**src/rtl/hcp_pkg.sv**
```systemverilog
`timescale 1ns / 1ps

package hcp_pkg;

    localparam int GRID_HALF = 15;

    localparam int COORD_W = 24;
    localparam int FRAC_W  = 16;
    localparam int OUT_W   = 5;

    // signed width of a scan index covering -GRID_HALF .. GRID_HALF,
    // never narrower than the output fields
    localparam int IDX_W = ($clog2(GRID_HALF + 1) + 1 > OUT_W) ?
                           ($clog2(GRID_HALF + 1) + 1) : OUT_W;

    // width of the strip sums, with headroom for the doubled terms and +/- one
    localparam int TERM_W = (IDX_W + FRAC_W + 1 > COORD_W + 1) ?
                            (IDX_W + FRAC_W + 1) : (COORD_W + 1);
    localparam int ACC_W  = TERM_W + 3;

    localparam logic signed [IDX_W-1:0] IDX_MIN = IDX_W'(-GRID_HALF);
    localparam logic signed [IDX_W-1:0] IDX_MAX = IDX_W'(GRID_HALF);

    localparam logic signed [ACC_W-1:0] ONE_Q = ACC_W'(1 << FRAC_W);

    typedef enum logic [1:0] {
        S_IDLE = 2'b01,
        S_SCAN = 2'b10
    } state_t;

endpackage

```
**src/rtl/hcp_strip_test.sv**
```systemverilog
`timescale 1ns / 1ps

module hcp_strip_test (
    input  logic signed [hcp_pkg::COORD_W-1:0] x,
    input  logic signed [hcp_pkg::COORD_W-1:0] y,
    input  logic signed [hcp_pkg::IDX_W-1:0]   c,
    input  logic signed [hcp_pkg::IDX_W-1:0]   r,
    output logic                               hit
);

    localparam int ACC_W   = hcp_pkg::ACC_W;
    localparam int COORD_W = hcp_pkg::COORD_W;
    localparam int IDX_W   = hcp_pkg::IDX_W;
    localparam int FRAC_W  = hcp_pkg::FRAC_W;

    logic signed [ACC_W-1:0] xs;
    logic signed [ACC_W-1:0] ys;
    logic signed [ACC_W-1:0] y2;
    logic signed [ACC_W-1:0] cu;
    logic signed [ACC_W-1:0] ru;
    logic signed [ACC_W-1:0] a;
    logic signed [ACC_W-1:0] b;
    logic signed [ACC_W-1:0] d;
    logic                    in_a;
    logic                    in_b;
    logic                    in_d;

    assign xs = {{(ACC_W-COORD_W){x[COORD_W-1]}}, x};
    assign ys = {{(ACC_W-COORD_W){y[COORD_W-1]}}, y};
    assign y2 = ys <<< 1;
    assign cu = {{(ACC_W-IDX_W-FRAC_W){c[IDX_W-1]}}, c, {FRAC_W{1'b0}}};
    assign ru = {{(ACC_W-IDX_W-FRAC_W){r[IDX_W-1]}}, r, {FRAC_W{1'b0}}};

    // doubled first strip, then the two others
    assign a = cu - xs - (ru <<< 1);
    assign b = (cu <<< 1) - (xs <<< 1) - ru;
    assign d = xs - cu - ru;

    assign in_a = (y2 > a - hcp_pkg::ONE_Q) && (y2 <= a + hcp_pkg::ONE_Q);
    assign in_b = (ys > b - hcp_pkg::ONE_Q) && (ys <= b + hcp_pkg::ONE_Q);
    assign in_d = (ys > d - hcp_pkg::ONE_Q) && (ys <= d + hcp_pkg::ONE_Q);

    assign hit = in_a && in_b && in_d;

endmodule

```
**src/rtl/hex_cell_pick.sv**
```systemverilog
`timescale 1ns / 1ps

// Point to hexagonal cell lookup. Each input beat carries a Q7.16 point; the
// block walks the candidate cells row by row (lowest row first) and column by
// column, testing one cell per clock in a single strip-test unit, and returns
// the first cell that holds the point. Points are taken in only while idle;
// the scan ends at the matching cell or after all (2*GRID_HALF+1)^2 = 961
// cells when nothing matches. The result sits in an output register, so the
// scan of the next item may start while it waits; a finished scan stalls only
// if that register is still full. When no cell matches, found is 0 and column
// and negated row are 0.
module hex_cell_pick (
    input  logic        aclk,
    input  logic        aresetn,
    input  logic        s_tvalid,
    output logic        s_tready,
    input  logic [47:0] s_tdata,   // point_x, point_y
    output logic        m_tvalid,
    input  logic        m_tready,
    output logic [15:0] m_tdata,   // cell_col, cell_row_neg, zero pad
    output logic [0:0]  m_tuser    // found
);

    localparam int COORD_W = hcp_pkg::COORD_W;
    localparam int IDX_W   = hcp_pkg::IDX_W;
    localparam int OUT_W   = hcp_pkg::OUT_W;

    hcp_pkg::state_t state_reg, state_next;

    logic signed [COORD_W-1:0] x_reg;
    logic signed [COORD_W-1:0] y_reg;
    logic signed [IDX_W-1:0]   c_reg, c_next;
    logic signed [IDX_W-1:0]   r_reg, r_next;
    logic                      m_valid_reg, m_valid_next;
    logic                      found_reg, found_next;
    logic [OUT_W-1:0]          col_reg, col_next;
    logic [OUT_W-1:0]          row_reg, row_next;

    logic                      hit;
    logic                      last_cell;
    logic                      finish;
    logic                      out_free;
    logic                      s_take;
    logic signed [IDX_W-1:0]   r_neg;

    hcp_strip_test u_test (
        .x   (x_reg),
        .y   (y_reg),
        .c   (c_reg),
        .r   (r_reg),
        .hit (hit)
    );

    assign s_tready  = (state_reg == hcp_pkg::S_IDLE);
    assign s_take    = s_tvalid && s_tready;
    assign last_cell = (c_reg == hcp_pkg::IDX_MAX) && (r_reg == hcp_pkg::IDX_MAX);
    assign finish    = (state_reg == hcp_pkg::S_SCAN) && (hit || last_cell);
    assign out_free  = !m_valid_reg || m_tready;
    assign r_neg     = -r_reg;

    always_comb begin
        state_next   = state_reg;
        c_next       = c_reg;
        r_next       = r_reg;
        m_valid_next = m_valid_reg;
        found_next   = found_reg;
        col_next     = col_reg;
        row_next     = row_reg;
        if (m_valid_reg && m_tready) begin
            m_valid_next = 1'b0;
        end
        unique case (state_reg)
            hcp_pkg::S_IDLE: begin
                if (s_take) begin
                    c_next     = hcp_pkg::IDX_MIN;
                    r_next     = hcp_pkg::IDX_MIN;
                    state_next = hcp_pkg::S_SCAN;
                end
            end
            hcp_pkg::S_SCAN: begin
                if (finish) begin
                    if (out_free) begin
                        m_valid_next = 1'b1;
                        found_next   = hit;
                        col_next     = hit ? c_reg[OUT_W-1:0] : '0;
                        row_next     = hit ? r_neg[OUT_W-1:0] : '0;
                        state_next   = hcp_pkg::S_IDLE;
                    end
                end else if (c_reg == hcp_pkg::IDX_MAX) begin
                    c_next = hcp_pkg::IDX_MIN;
                    r_next = r_reg + IDX_W'(1);
                end else begin
                    c_next = c_reg + IDX_W'(1);
                end
            end
            default: begin
                state_next = hcp_pkg::S_IDLE;
            end
        endcase
    end

    always_ff @(posedge aclk) begin
        if (!aresetn) begin
            state_reg   <= hcp_pkg::S_IDLE;
            m_valid_reg <= 1'b0;
        end else begin
            state_reg   <= state_next;
            m_valid_reg <= m_valid_next;
        end
    end

    always_ff @(posedge aclk) begin
        if (s_take) begin
            x_reg <= s_tdata[COORD_W-1:0];
            y_reg <= s_tdata[2*COORD_W-1:COORD_W];
        end
        c_reg     <= c_next;
        r_reg     <= r_next;
        found_reg <= found_next;
        col_reg   <= col_next;
        row_reg   <= row_next;
    end

    assign m_tvalid = m_valid_reg;
    assign m_tdata  = {{(16-2*OUT_W){1'b0}}, row_reg, col_reg};
    assign m_tuser  = found_reg;

`ifndef SYNTH
    a_scan_start: assert property (@(posedge aclk) disable iff (!aresetn)
        s_take |=> (state_reg == hcp_pkg::S_SCAN) && (c_reg == hcp_pkg::IDX_MIN)
                   && (r_reg == hcp_pkg::IDX_MIN))
        else $error("scan did not start at the first cell");

    a_miss_zero: assert property (@(posedge aclk) disable iff (!aresetn)
        (m_valid_reg && !found_reg) |-> (col_reg == '0) && (row_reg == '0))
        else $error("miss result carries nonzero cell");

    a_load_done: assert property (@(posedge aclk) disable iff (!aresetn)
        (finish && out_free) |=> (state_reg == hcp_pkg::S_IDLE) && m_valid_reg)
        else $error("finished scan not delivered");

    a_no_overrun: assert property (@(posedge aclk) disable iff (!aresetn)
        (finish && !out_free) |=> (state_reg == hcp_pkg::S_SCAN)
                                  && $stable(c_reg) && $stable(r_reg))
        else $error("scan moved while result register full");
`endif

endmodule

```
**config.mk**
```make
export PLATFORM = sky130hd
export DESIGN_NAME = hex_cell_pick
export DESIGN_NICKNAME = d
export VERILOG_FILES = /design/src/rtl/hcp_pkg.sv /design/src/rtl/hcp_strip_test.sv /design/src/rtl/hex_cell_pick.sv
export SDC_FILE = /design/constraint.sdc
export NUM_CORES = 1
export LEC_CHECK = 0
export BUFFER_PORTS_ARGS = -buffer_cell sky130_fd_sc_hd__buf_2
export CAP_MARGIN = 20
export CORE_MARGIN = 1
export CORE_UTILIZATION = 39
export CTS_CLUSTER_SIZE = 28
export DETAILED_ROUTE_END_ITERATION = 12
export HOLD_SLACK_MARGIN = 0.15
export PLACE_DENSITY = 0.63
export SYNTH_ARGS = -nofsm -noshare
export SYNTH_HDL_FRONTEND = slang
export SYNTH_SLANG_ARGS = --single-unit
```
**constraint.sdc**
```tcl
create_clock -name aclk -period 6.5 [get_ports aclk]
set_clock_uncertainty 0.2 [all_clocks]
set_input_delay 0.975 -clock aclk [delete_from_list [all_inputs] [get_ports aclk]]
set_output_delay 0.975 -clock aclk [all_outputs]
set_load 0.01 [all_outputs]
```
==> flow_summary.json, run 1 <==
{
  "nets": 1400,
  "drive_gt1_share_pct": 15.1,
  "fmax_ghz": 0.162,
  "chipHeight_um": 162,
  "netlist.area_leader.share_pct": 23.1,
  "synth-seq-area-share_pct": 21.4,
  "tightest_slew_ps": 702,
  "dieArea_um2": 26200,
  "core_area_um2": 25100,
  "core.rowCount": 58,
  "numPortBuffers": 64,
  "synth-edff-count": 69,
  "drt_pre_antenna_iters": 5,
  "numPlacedInstances": 1460,
  "vdd_drop_max_mv": 0.144,
  "vias_per_cell": 5.41,
  "syn_area_per_cell_um2": 9.31,
  "yosysWarnings": 0,
  "ys_types": 96,
  "ios": 71,
  "setup_viol": 0,
  "num_vias": 7999,
  "drcViolationCount": 0,
  "whs_ps": 422,
  "synthToLayoutAreaGrowth_pct": 12.0,
  "synth_top_flop_cell": "edfxtp_1",
  "path_max_fanout": 17,
  "hold_class": "register to register",
  "drt_wl_total_um": 24500,
  "dp_slack_ps": 232,
  "clkTransAtPathRegs_ps": 60,
  "die_x_um": 162,
  "final_util_pct": 44.5,
  "grt_antenna_before_repair": 0,
  "cts-buffers-inserted": 9,
  "synthesis.area_um2": 9970,
  "powerDensity_nw_per_um2": 248,
  "synthTopCellsByCount": "ha_1, inv_1, xnor2_1",
  "avgRoutedWirePerCell_um": 16.6,
  "cts_sinks": 72,
  "ys_async_sr_fraction_pct": 0,
  "path_class": "register to register",
  "required_ps": 6350,
  "cts_buffer_depth": 2,
  "gp_congestion": 0.952,
  "timing.slew.headroom_pct": 52.8,
  "final_cells": 1479,
  "hold_viol": 0,
  "period_share_pct": 94.8,
  "postRouteAntennaNets": 0,
  "diodes": 0,
  "grt_overflow": 0,
  "first_iter_violations": 404,
  "grt_usage_pct": 18.9,
  "grt_max_degree": 50,
  "yosys.area.top_type": "ha_1",
  "cp-start-kind": "register",
  "min_period_ps": 6160,
  "dp_hpwl_um": 20300,
  "ys_ff_latch": 72,
  "synth.most_common_cell": "ha_1",
  "start_util_pct": 39.7,
  "netlist_instances": 1071,
  "tritoncts": "built",
  "cts_root_buf": "clkbuf_16",
  "clk_latency_ps": 350,
  "endpoint_kind": "register",
  "htreeDepth": 3,
  "final_max_slew_viol_count": 0,
  "yosys-top-cells-area": "ha_1, edfxtp_1, xnor2_1",
  "grt_pass1_vias": 7668,
  "status": "finished, final reports clean",
  "grt_pass1_wl_um": 38900,
  "cap_violations": 0,
  "setup_ws_ps": 336,
  "p_leak_nw": 5.02,
  "worstPathArrival_ps": 6020
}
## cell usage in the layout, fill, tap and decap left out, types with 5 or more instances in the layout
cell,n
ha_1,184
inv_1,91
xnor2_1,74
edfxtp_1,69
buf_2,64
nor2_1,62
a21oi_1,61
a21o_1,56
nand2_1,41
o21ai_0,40
nor3_1,35
nand4_1,34
buf_4,23
nor2b_1,21
fa_1,20
nand3_1,19
xor2_1,18
o21a_1,14
and2_1,13
or2_2,10
nand2b_1,10
and3_1,9
clkbuf_16,9
a31oi_1,7
a211o_1,7
o211ai_1,6
nand3b_1,6
conb_1,6
nor4_4,5
o21ai_1,5
a31o_2,5
## timing repair
action,CTS,global route
buffers inserted,0,2
endpoints found under the setup margin,0,21
gates resized for setup,0,15
hold buffers,0,0
endpoints found under the hold margin,0,0
## layer usage
layer | global-route usage [%] | up-vias | part of all wire (%)
li1 | - | 4034 | -
met1 | 25.6 | 3775 | 48
met2 | 30.8 | 155 | 46
met3 | 2.66 | 35 | 3.8
met4 | 6.43 | 0 | 2.6
met5 | 0 | - | 0
## worst paths after layout
| check | start | end | slack, ps | depth (start not counted) |
|---|---|---|---|---|
| max | c_reg[0] | col_reg[1] | 340 | 21 |
| min reg2reg | state_reg[0] | r_reg[0] | 420 | 2 |
| min | state_reg[0] | r_reg[0] | 420 | 2 |
| max reg2reg | c_reg[0] | col_reg[1] | 340 | 21 |
## stage by stage
stage	power (mW)	TNS (ps)	cell area, um^2
2_1_floorplan	1.81	0	9990
3_3_place_gp	2.16	0	10700
3_5_place_dp	2.19	0	10700
4_1_cts	2.76	0	11100
5_1_grt	3.00	-0.581	11200
6_report	2.77	0	11200
## power breakdown
part / switching, mW / internal, mW
sequential: 0.0339 / 0.542
combinational: 0.932 / 0.712
clock: 0.214 / 0.339
total: 1.18 / 1.59
## critical path, cell delays in order (launching register included)
cell       delay [ps]
edfxtp_1          410
inv_1             130
fa_1              540
inv_1              70
ha_1              370
or3b_2            530
a31o_2            280
a21oi_1           200
o21ai_0           150
a21oi_1           450
xnor2_1           160
ha_1              320
nand4_1           120
or2_2             320
o221a_2           300
o21ai_0           140
a31o_2            150
o2111ai_1         170
nor4b_4           340
buf_12            180
o211a_1           210
buf_12            140
## logic make-up after synthesis
family | share of synthesized area (%)
AO/OA/AOI/OAI | 19.9
XOR/XNOR | 9.02
adder cells (fa/ha/maj) | 27.1
buffers and inverters | 5.38
flip-flops | 21.4
multiplexers | 0.351
other | 0.0376
AND/OR/NAND/NOR | 16.9
## layout make-up
type	count	area (um^2)
Clock buffer	10	229
Clock inverter	6	92.6
Fill cell	2474	13900
Inverter	95	357
Multi-Input combinational cell	876	7390
Sequential cell	72	2130
Tap cell	330	413
Timing Repair Buffer	90	553
Power figures use the tool's default switching activity.
==> run 2: changes to the inputs <==
--- a/config.mk
+++ b/config.mk
@@ -9,6 +9,7 @@
 export CAP_MARGIN = 20
 export CORE_MARGIN = 1
 export CORE_UTILIZATION = 39
+export CTS_BUF_LIST = sky130_fd_sc_hd__clkbuf_8
 export CTS_CLUSTER_SIZE = 28
 export DETAILED_ROUTE_END_ITERATION = 12
 export HOLD_SLACK_MARGIN = 0.15
==> run 2 against run 1 <==
Net effect:
- die area is the same
- cell area shrank 0.80%
- flip-flop and latch count is the same
- register-to-register slack gained 20 ps
- worst hold slack gained 6.9 ps
- critical path depth grew 1
- clock power shrank 24%
- power shrank 4.8%
- maximum frequency grew 0.34%
- global-route usage is essentially flat
- worst setup slack gained 21 ps
- critical path type unchanged
- highest routed layer unchanged
==> flow_summary.json, run 2 (same netlist as run 1, synthesis figures left out) <==
{
  "vdd_drop_max_mv": 0.0942,
  "timing.slew.headroom_pct": 53.5,
  "required_ps": 6380,
  "drt_pre_antenna_iters": 5,
  "critical_path.slowest_cell": "fa_1",
  "numPlacedInstances": 1460,
  "postRouteAntennaNets": 0,
  "reg2reg_to": "col_reg[1]",
  "synthToLayoutAreaGrowth_pct": 11.1,
  "grt_pass1_vias": 7667,
  "dp_hpwl_um": 20300,
  "first_iter_violations": 535,
  "cts-buffers-inserted": 9,
  "path_class": "register to register",
  "avgRoutedWirePerCell_um": 16.6,
  "n_fill_cell": 2479,
  "numPortBuffers": 64,
  "timing.rr.start": "c_reg[1]",
  "cap_violations": 0,
  "cts_sinks": 72,
  "period_share_pct": 94.5,
  "final_max_slew_viol_count": 0,
  "num_vias": 7992,
  "die_x_um": 162,
  "wl_met1_um": 11800,
  "final_cells": 1479,
  "crit_start": "c_reg[1]",
  "wl_met3_um": 906,
  "cp-start-kind": "register",
  "power.internal_mw": 1.47,
  "ff2ff_path_depth": 22,
  "p_leak_nw": 4.98,
  "grt_pass1_wl_um": 39000,
  "cts_hold_buf": 0,
  "crit_end": "col_reg[1]",
  "crit_path_max_incr_delay_ps": 570,
  "worstPathArrival_ps": 6020,
  "setup_viol": 0,
  "switchingPower_mw": 1.17,
  "rrSetupSlack_ps": 360,
  "min_period_ps": 6140,
  "status": "finished, final reports clean",
  "fin_total_pwr_mw": 2.64,
  "final_common_cell": "ha_1",
  "whs_ps": 429,
  "tightest_slew_ps": 690,
  "fmax_ghz": 0.163,
  "hold_class": "register to register",
  "nets": 1400,
  "register_area_um2": 2130,
  "route.top_layer_used": "met4",
  "drcViolationCount": 0,
  "layout_common_cells": "ha_1, inv_1, xnor2_1",
  "cts_root_buf": "clkbuf_8",
  "whs_path_depth": 2,
  "dieArea_um2": 26200,
  "htreeDepth": 3,
  "clkTransAtPathRegs_ps": 90,
  "cp_top_family": "compound AO/OA/AOI/OAI gates",
  "grt_usage_pct": 18.9,
  "diodes": 0,
  "drt_wl_total_um": 24600,
  "grt_antenna_before_repair": 0,
  "tritoncts": "built",
  "multi_input_area_um2": 7400,
  "cts_buffer_depth": 2,
  "gp_congestion": 0.952,
  "pwr-share-seq_pct": 21.8,
  "switching_share_pct": 44.2,
  "critPathBufInv": 2,
  "ios": 71,
  "drive_gt1_share_pct": 15.3,
  "hold_viol": 0,
  "clk_latency_ps": 370,
  "combPwrFrac_pct": 62.4,
  "start_util_pct": 39.7,
  "vias_per_cell": 5.40,
  "grt_max_degree": 50,
  "cp_cell_sequence": "fa_1 > ha_1 > o21a_1 > nor2_1 > nor2b_1 > a211o_1 > a211oi_4 > nand3b_1 > nor4_2 > nand4_1 > xnor2_1 > ha_1 > nand4_1 > or2_2 > o221a_2 > o21ai_0 > a31o_2 > o2111ai_1 > nor4b_4 > buf_12 > o211a_1 > buf_12",
  "path_max_fanout": 17,
  "endpoint_kind": "register",
  "core.rowCount": 58,
  "chipHeight_um": 162,
  "powerDensity_nw_per_um2": 238,
  "grt_overflow": 0,
  "core_area_um2": 25100,
  "p_clk_share_pct": 15.8,
  "wl_met2_um": 11300,
  "path_depth": 22
}
## run 2: area by class of cell
type	instances	area share, %
Clock buffer	9	1.12
Clock inverter	7	0.870
Inverter	95	3.22
Multi-Input combinational cell	876	66.8
Sequential cell	72	19.2
Tap cell	330	3.73
Timing Repair Buffer	90	4.99
## run 2: per-layer routing
layer	vias to the layer above	global-route usage, %
li1	4033	-
met4	0	5.36
met5	-	0
met1	3767	25.9
met2	157	31.2
met3	35	2.15
## run 2: timing repair
action / 4_1_cts / 5_1_grt
endpoints found under the hold margin: 0 / 0
resized for setup: 0 / 17
setup endpoints to repair: 0 / 21
buffers inserted: 0 / 2
## run 2: worst reg2reg max path, cell delays in order, from the launching register on
cell and delay [ps]:
edfxtp_1 520, fa_1 570, ha_1 420, o21a_1 230
nor2_1 160, nor2b_1 70, a211o_1 340, a211oi_4 240
nand3b_1 160, nor4_2 250, nand4_1 150, xnor2_1 160
ha_1 320, nand4_1 120, or2_2 320, o221a_2 300
o21ai_0 140, a31o_2 140, o2111ai_1 160, nor4b_4 340
buf_12 180, o211a_1 220, buf_12 140
## run 2: worst min-delay path by stage
stage | from | end
global placement | state_reg[0] | r_reg[4]
detailed placement | state_reg[0] | r_reg[0]
global route | c_reg[0] | c_reg[0]
CTS | state_reg[0] | r_reg[0]
floorplan | state_reg[0] | r_reg[4]
finish | state_reg[0] | r_reg[0]
## run 2: stage by stage
step                instance area, um^2  worst slack (ps)  setup TNS (ps)  utilization, %
global placement                  10700               326               0            42.8
floorplan                          9990               607               0               -
detailed placement                10700               232               0            42.8
global route                      11100             -7.07           -7.07            44.1
CTS                               11000               200               0            43.7
finish                            11100               357               0            44.1
## run 2: power by group through the flow
| stage | Sequential (mW) | Combinational (mW) | Clock [mW] |
|---|---|---|---|
| after global routing | 0.580 | 1.84 | 0.445 |
| final | 0.575 | 1.65 | 0.418 |
| after global placement | 0.587 | 1.57 | 0 |
| after detailed placement | 0.587 | 1.60 | 0 |
| after floorplan | 0.576 | 1.24 | 0 |
| after CTS | 0.577 | 1.61 | 0.434 |
